===== src/sv/stk_pkg.sv =====
// ----------------------------------------------------------------------------
// Sorted top-k table package
// Shared constants, codes, state type and control structs.
// ----------------------------------------------------------------------------
package stk_pkg;

    localparam int CAPACITY_DEF = 1024;
    localparam int KEY_BITS_DEF = 32;
    localparam int LIMIT_W      = 11;
    localparam int INDEX_W      = 10;
    localparam int SCORE_W      = 32;
    localparam int PORT_KEY_W   = 32;
    localparam int STATUS_W     = 3;

    localparam logic [LIMIT_W-1:0] LIMIT_RESET = 11'd999;

    localparam logic OP_INSERT = 1'b0;
    localparam logic OP_READ   = 1'b1;

    localparam logic [STATUS_W-1:0] STAT_IGNORED  = 3'd0;
    localparam logic [STATUS_W-1:0] STAT_NEW      = 3'd1;
    localparam logic [STATUS_W-1:0] STAT_IMPROVED = 3'd2;
    localparam logic [STATUS_W-1:0] STAT_NOT_IMPR = 3'd3;
    localparam logic [STATUS_W-1:0] STAT_FELL_OFF = 3'd4;
    localparam logic [STATUS_W-1:0] STAT_READ_OK  = 3'd5;
    localparam logic [STATUS_W-1:0] STAT_READ_OOR = 3'd6;

    typedef enum logic [3:0] {
        ST_IDLE,
        ST_SCAN_RD,
        ST_SCAN_CHK,
        ST_DECIDE,
        ST_SHIFT_RD,
        ST_SHIFT_WR,
        ST_PLACE,
        ST_READ_RD,
        ST_FINISH
    } stk_state_t;

    typedef struct packed {
        logic load;
        logic scan_issue;
        logic scan_step;
        logic decide;
        logic shift_issue;
        logic shift_write;
        logic place_write;
        logic read_issue;
        logic finish;
    } stk_cmd_t;

    typedef struct packed {
        logic in_read;
        logic in_key_zero;
        logic count_zero;
        logic scan_last;
        logic scan_hit;
        logic shift_more;
        logic do_place;
    } stk_sts_t;

endpackage


===== src/sv/stk_ctrl.sv =====
// ----------------------------------------------------------------------------
// Sorted top-k table controller
// Sequences the key search, the entry shift, the placement and reads.
// ----------------------------------------------------------------------------
module stk_ctrl (
    input  logic              clk,
    input  logic              rst_n,
    input  logic              start,
    input  stk_pkg::stk_sts_t sts,
    output stk_pkg::stk_cmd_t cmd,
    output logic              busy
);
    import stk_pkg::*;

    stk_state_t state_reg;
    stk_state_t state_next;

    always_ff @(posedge clk or negedge rst_n)
    begin
        if (!rst_n)
        begin
            state_reg <= ST_IDLE;
        end
        else
        begin
            state_reg <= state_next;
        end
    end

    always_comb
    begin
        state_next = state_reg;
        case (state_reg)
            ST_IDLE:
            begin
                if (start)
                begin
                    if (sts.in_read)
                        state_next = ST_READ_RD;
                    else if (sts.in_key_zero)
                        state_next = ST_FINISH;
                    else if (sts.count_zero)
                        state_next = ST_DECIDE;
                    else
                        state_next = ST_SCAN_RD;
                end
            end
            ST_SCAN_RD:  state_next = ST_SCAN_CHK;
            ST_SCAN_CHK:
            begin
                if (sts.scan_hit || sts.scan_last)
                    state_next = ST_DECIDE;
                else
                    state_next = ST_SCAN_RD;
            end
            ST_DECIDE:   state_next = ST_SHIFT_RD;
            ST_SHIFT_RD:
            begin
                if (!sts.do_place)
                    state_next = ST_FINISH;
                else if (sts.shift_more)
                    state_next = ST_SHIFT_WR;
                else
                    state_next = ST_PLACE;
            end
            ST_SHIFT_WR: state_next = ST_SHIFT_RD;
            ST_PLACE:    state_next = ST_FINISH;
            ST_READ_RD:  state_next = ST_FINISH;
            ST_FINISH:   state_next = ST_IDLE;
            default:     state_next = ST_IDLE;
        endcase
    end

    always_comb
    begin
        cmd  = '0;
        busy = 1'b1;
        case (state_reg)
            ST_IDLE:
            begin
                busy     = 1'b0;
                cmd.load = start;
            end
            ST_SCAN_RD:  cmd.scan_issue  = 1'b1;
            ST_SCAN_CHK: cmd.scan_step   = 1'b1;
            ST_DECIDE:   cmd.decide      = 1'b1;
            ST_SHIFT_RD: cmd.shift_issue = sts.do_place && sts.shift_more;
            ST_SHIFT_WR: cmd.shift_write = 1'b1;
            ST_PLACE:    cmd.place_write = 1'b1;
            ST_READ_RD:  cmd.read_issue  = 1'b1;
            ST_FINISH:   cmd.finish      = 1'b1;
            default:     busy            = 1'b1;
        endcase
    end

endmodule


===== config.mk =====
export PLATFORM = sky130hd
export DESIGN_NAME = stk_ctrl
export DESIGN_NICKNAME = d
export VERILOG_FILES = /design/src/sv/stk_pkg.sv /design/src/sv/stk_ctrl.sv
export SDC_FILE = /design/constraint.sdc
export NUM_CORES = 1
export LEC_CHECK = 0
export BUFFER_PORTS_ARGS = -buffer_cell sky130_fd_sc_hd__buf_2
export CAP_MARGIN = 20
export CORE_AREA = 2 2 39 41
export CTS_CLUSTER_SIZE = 40
export DETAILED_ROUTE_END_ITERATION = 8
export DIE_AREA = 0 0 41 43
export REMOVE_ABC_BUFFERS = 1
export SYNTH_ARGS = -nofsm -noshare
export SYNTH_HDL_FRONTEND = slang
export SYNTH_SLANG_ARGS = --single-unit

===== constraint.sdc =====
create_clock -name clk -period 1.8 [get_ports clk]
set_clock_uncertainty 0.15 [all_clocks]
set_input_delay 0.36 -clock clk [delete_from_list [all_inputs] [get_ports clk]]
set_output_delay 0.36 -clock clk [all_outputs]
set_load 0.01 [all_outputs]

# [Word-level counts from Yosys, hierarchy flattened]
# Cells that the tools add are included.
[word_totals] regBits=4 in_bits=10 out_inout_bits=10 elab_cells=33
[op_classes] n_eq_ne=9 mux=18 reduce_logical=5
[ops] op="one-hot mux 4 bit (6 select lines)" n=1
[ops] op="equality test 4 x 3 -> 1 bit (second input constant)" n=4
[ops] op="two-way mux 4 bit" n=4
[ops] op="two-way mux 1 bit" n=10
[ops] op="equality test 4 x 2 -> 1 bit (second input constant)" n=2
[ops] op="two-way mux 2 bit" n=3
[ops] op="equality test 4 x 1 -> 1 bit (second input constant)" n=1
[ops] op="equality test 4 bit (second input constant)" n=1
[ops] op="zero test 4 bit" n=1
[ops] op="OR reduction 2 bit" n=2
[ops] op="!= test 2 bit (second input constant)" n=1
[ops] op="logical AND 1 bit" n=1
[ops] op="logical OR 1 bit" n=1

# [Depth between registers and ports, before layout]
[depth] depth_word=5 mapped_depth=5 ltp_nobuf=4

# [Worst setup path before layout]
# No wires, ideal clock.
[synth_path] kind="reg2out" from="reg state_reg[1]" to="out cmd[7] in the netlist's numbering" arrival_ns=1.063 required_time_ns=1.290 slack_ns=0.227 stages_incl_launch_ff=4 path_buffers=1 cell_sequence="dfrtp_1 buf_2 or2b_1 nor3_1"
[synth_lines] element="start, declared" line="stk_ctrl.sv:15" source="stk_state_t state_reg;"
[synth_lines] element="start signal, assigned" line="stk_ctrl.sv:26" source="state_reg <= state_next;"
[synth_lines] element="end, declared" line="stk_ctrl.sv:10" source="output stk_pkg::stk_cmd_t cmd,"

==> flow_metrics.tcl <==
set metrics [dict create \
    status "finished, violations left" \
    failed_checks "negative setup slack" \
    async_reset_ff_share_pct 100 \
    hold_path_class "in -> reg" \
    tightest_slew_ns 0.496 \
    syn_avg_cell_area_um2 7.43 \
    clock-sinks 4 \
    clkPwrFrac_pct 13.7 \
    startpoint_type "register" \
    drtIter0Drc 4 \
    synth-main-ff-cell "dfrtp_1" \
    grt_pass1_wl_um 1500 \
    ios 20 \
    drv_slew 0 \
    die-area_um2 1760 \
    drt_pre_antenna_iters 4 \
    cts.path.max_buffers 2 \
    grt_max_degree 11 \
    final-hold-violation-count 0 \
    cts_tree "yes" \
    powerDensity_nw_per_um2 1610 \
    start_util_pct 25.8 \
    portBuffers 19 \
    num-fill-cells 155 \
    area_growth_pct 50.9 \
    r2r-start "state_reg[3]" \
    synth_area_leaders "dfrtp_1 28%, nor2_1 8.4%, nor4_4 6.0%" \
    grt_antenna_before_repair 0 \
    insertion_delay_ns 0.25 \
    finalCritPeriodShare_pct 102 \
    synth_warnings 0 \
    gp_congestion 0.796 \
    fmax_ghz 0.542 \
    numCtsBuffers 3 \
    drt-met1-wl_um 443 \
    row_count 14 \
    nets 86 \
    power.switching_uw 396 \
    synth_fa_ha_area_share_pct 0 \
    post-dp-hpwl_um 680 \
    r2r_end "state_reg[3]" \
    required_ns 1.29 \
    synth.ff_latch_count 4 \
    final_common_cell "buf_2" \
    hold_depth 3 \
    antennaDiodeCount 0 \
    grt_pass1_vias 359 \
    drive_gt1_share_pct 48.6 \
    crit_type "reg -> out" \
    ys_seq_area_share_pct 28.1 \
    endpoint_kind "primary output" \
    reg2reg_depth 4 \
    vias_per_cell 4.81 \
    setup_tns_ns -0.0436 \
    wl_met3_um 61 \
    route.met2.wl_um 423 \
    post_dp_cell_area_um2 458 \
    ir_worst_vdd_mv 0.657 \
    wl_per_cell_um 10.7 \
    synth_compound_area_share_pct 17.9 \
    largest_reg_flops 4 \
    h-tree-depth 1 \
    die_h_um 43 \
    rrSetupSlack_ns 0.25 \
    crit_arrival_ns 1.33 \
    yosys.area_share.simple_pct 40.4 \
    via_count 433 \
    synthXorXnorAreaFrac_pct 2.46 \
    coreArea_um2 1380 \
    drc 0 \
    synthCells 48 \
    synth_top_family_by_area "simple AND/OR/NAND/NOR gates" \
    leakage_nw 0.270 \
    clk_pin_slew_ns 0.04 \
    relSlewSlack_pct 66.5 \
    synth.area.mux_share_pct 0 \
    pwr-share-seq_pct 26.4 \
    cts_root_buf "clkbuf_4" \
    swShare_pct 45.6 \
    setup_ws_ns -0.0436 \
    synth.top_cell.area_share_pct 28.1 \
    wirelength_um 959 \
    synth_area_leader_cell "dfrtp_1" \
    crit_start "state_reg[3]" \
    combPwrFrac_pct 59.9 \
    ys_types 25 \
    chipWidth_um 41 \
    cellInternalPower_uw 473 \
    grt_usage_pct 13.2 \
    crit_end "cmd[8]" \
    synth-edff-count 0 \
    ant_nets 0 \
    final_cell_area_um2 538 \
    netlist_area_um2 357 \
    top_layer "met4" \
    holdWs_ns 0.253 \
    period_minus_slack_ns 1.84 \
    setup_viol 1 \
    rsz0062_at_grt "yes" \
    final_cell_mix "19 x buf_2, 8 x nor2_1, 5 x buf_4" \
    grt_overflow 0 \
    path_max_fanout 6 \
    drv_cap 0 \
]
-- synth_stat cells, types with 2 or more instances --
cell     instances
nor2_1           8
dfrtp_1          4
inv_1            4
nand2_1          3
nor3_1           3
o21ai_0          3
a21oi_1          2
and2_1           2
buf_2            2
nor2b_1          2
-- critical path: stages (launching register included) --
cell     delay [ns]
dfrtp_2        0.45
nor4_4         0.35
and2_1         0.17
buf_2          0.12
-- final cells by class --
type                            instances  area, um^2  area share, %
Sequential cell                         4         105           19.5
Clock buffer                            3        22.5           4.19
Tap cell                               16        20.0           3.72
Inverter                                5        18.8           3.49
Timing Repair Buffer                   26         148           27.4
Multi-Input combinational cell         36         224           41.6
-- power groups by stage --
stage / Sequential, mW / Clock, mW / Combinational (mW)
2_1_floorplan: 0.220 / 0 / 0.291
3_3_place_gp: 0.237 / 0 / 0.425
3_5_place_dp: 0.237 / 0 / 0.422
4_1_cts: 0.238 / 0.122 / 0.447
5_1_grt: 0.238 / 0.127 / 0.582
6_report: 0.229 / 0.119 / 0.520
-- how the worst min path moves through the flow --
| stage | from | end |
|---|---|---|
| 2_1_floorplan | rst_n | state_reg[0] |
| 3_3_place_gp | rst_n | state_reg[3] |
| 3_5_place_dp | rst_n | state_reg[2] |
| 4_1_cts | sts[1] | state_reg[1] |
| 5_1_grt | sts[1] | state_reg[1] |
| 6_report | sts[1] | state_reg[1] |
-- timing repair --
| action | CTS | global route |
|---|---|---|
| hold buffers | 1 | 0 |
| resized for setup | 3 | 3 |
| setup buffers | 1 | 4 |
| pin swaps | 0 | 2 |
| endpoints found under the setup margin | 5 | 6 |
| hold endpoints to repair | 4 | 0 |
-- metrics by stage --
| step | std cells | setup slack, ns | utilization (%) | total power, mW |
|---|---|---|---|---|
| 6_report | 90 | -0.0436 | 38.9 | 0.868 |
| 5_1_grt | 90 | -0.0739 | 38.9 | 0.947 |
| 4_1_cts | 86 | -0.0577 | 36.3 | 0.807 |
| 3_5_place_dp | 81 | 0.168 | 33.1 | 0.660 |
| 3_3_place_gp | 81 | 0.185 | 33.1 | 0.662 |
| 2_1_floorplan | 45 | 0.277 | - | 0.510 |
-- metal layers --
metal,GRT usage [%],vias up
met4,12.0,0
li1,-,224
met5,0,-
met2,15.9,18
met1,18.4,188
met3,3.14,3
-- kinds of logic (layout without fill, tap and decap cells) --
kind of cell,count (synthesis),after routing
and+or+nand+nor,25,25
AOI/OAI and AO/OA,10,10
buffers and inverters,8,34
DFF,4,4
xor gates and xnor gates,1,1
Note: power is estimated with default switching activity, not from simulation.
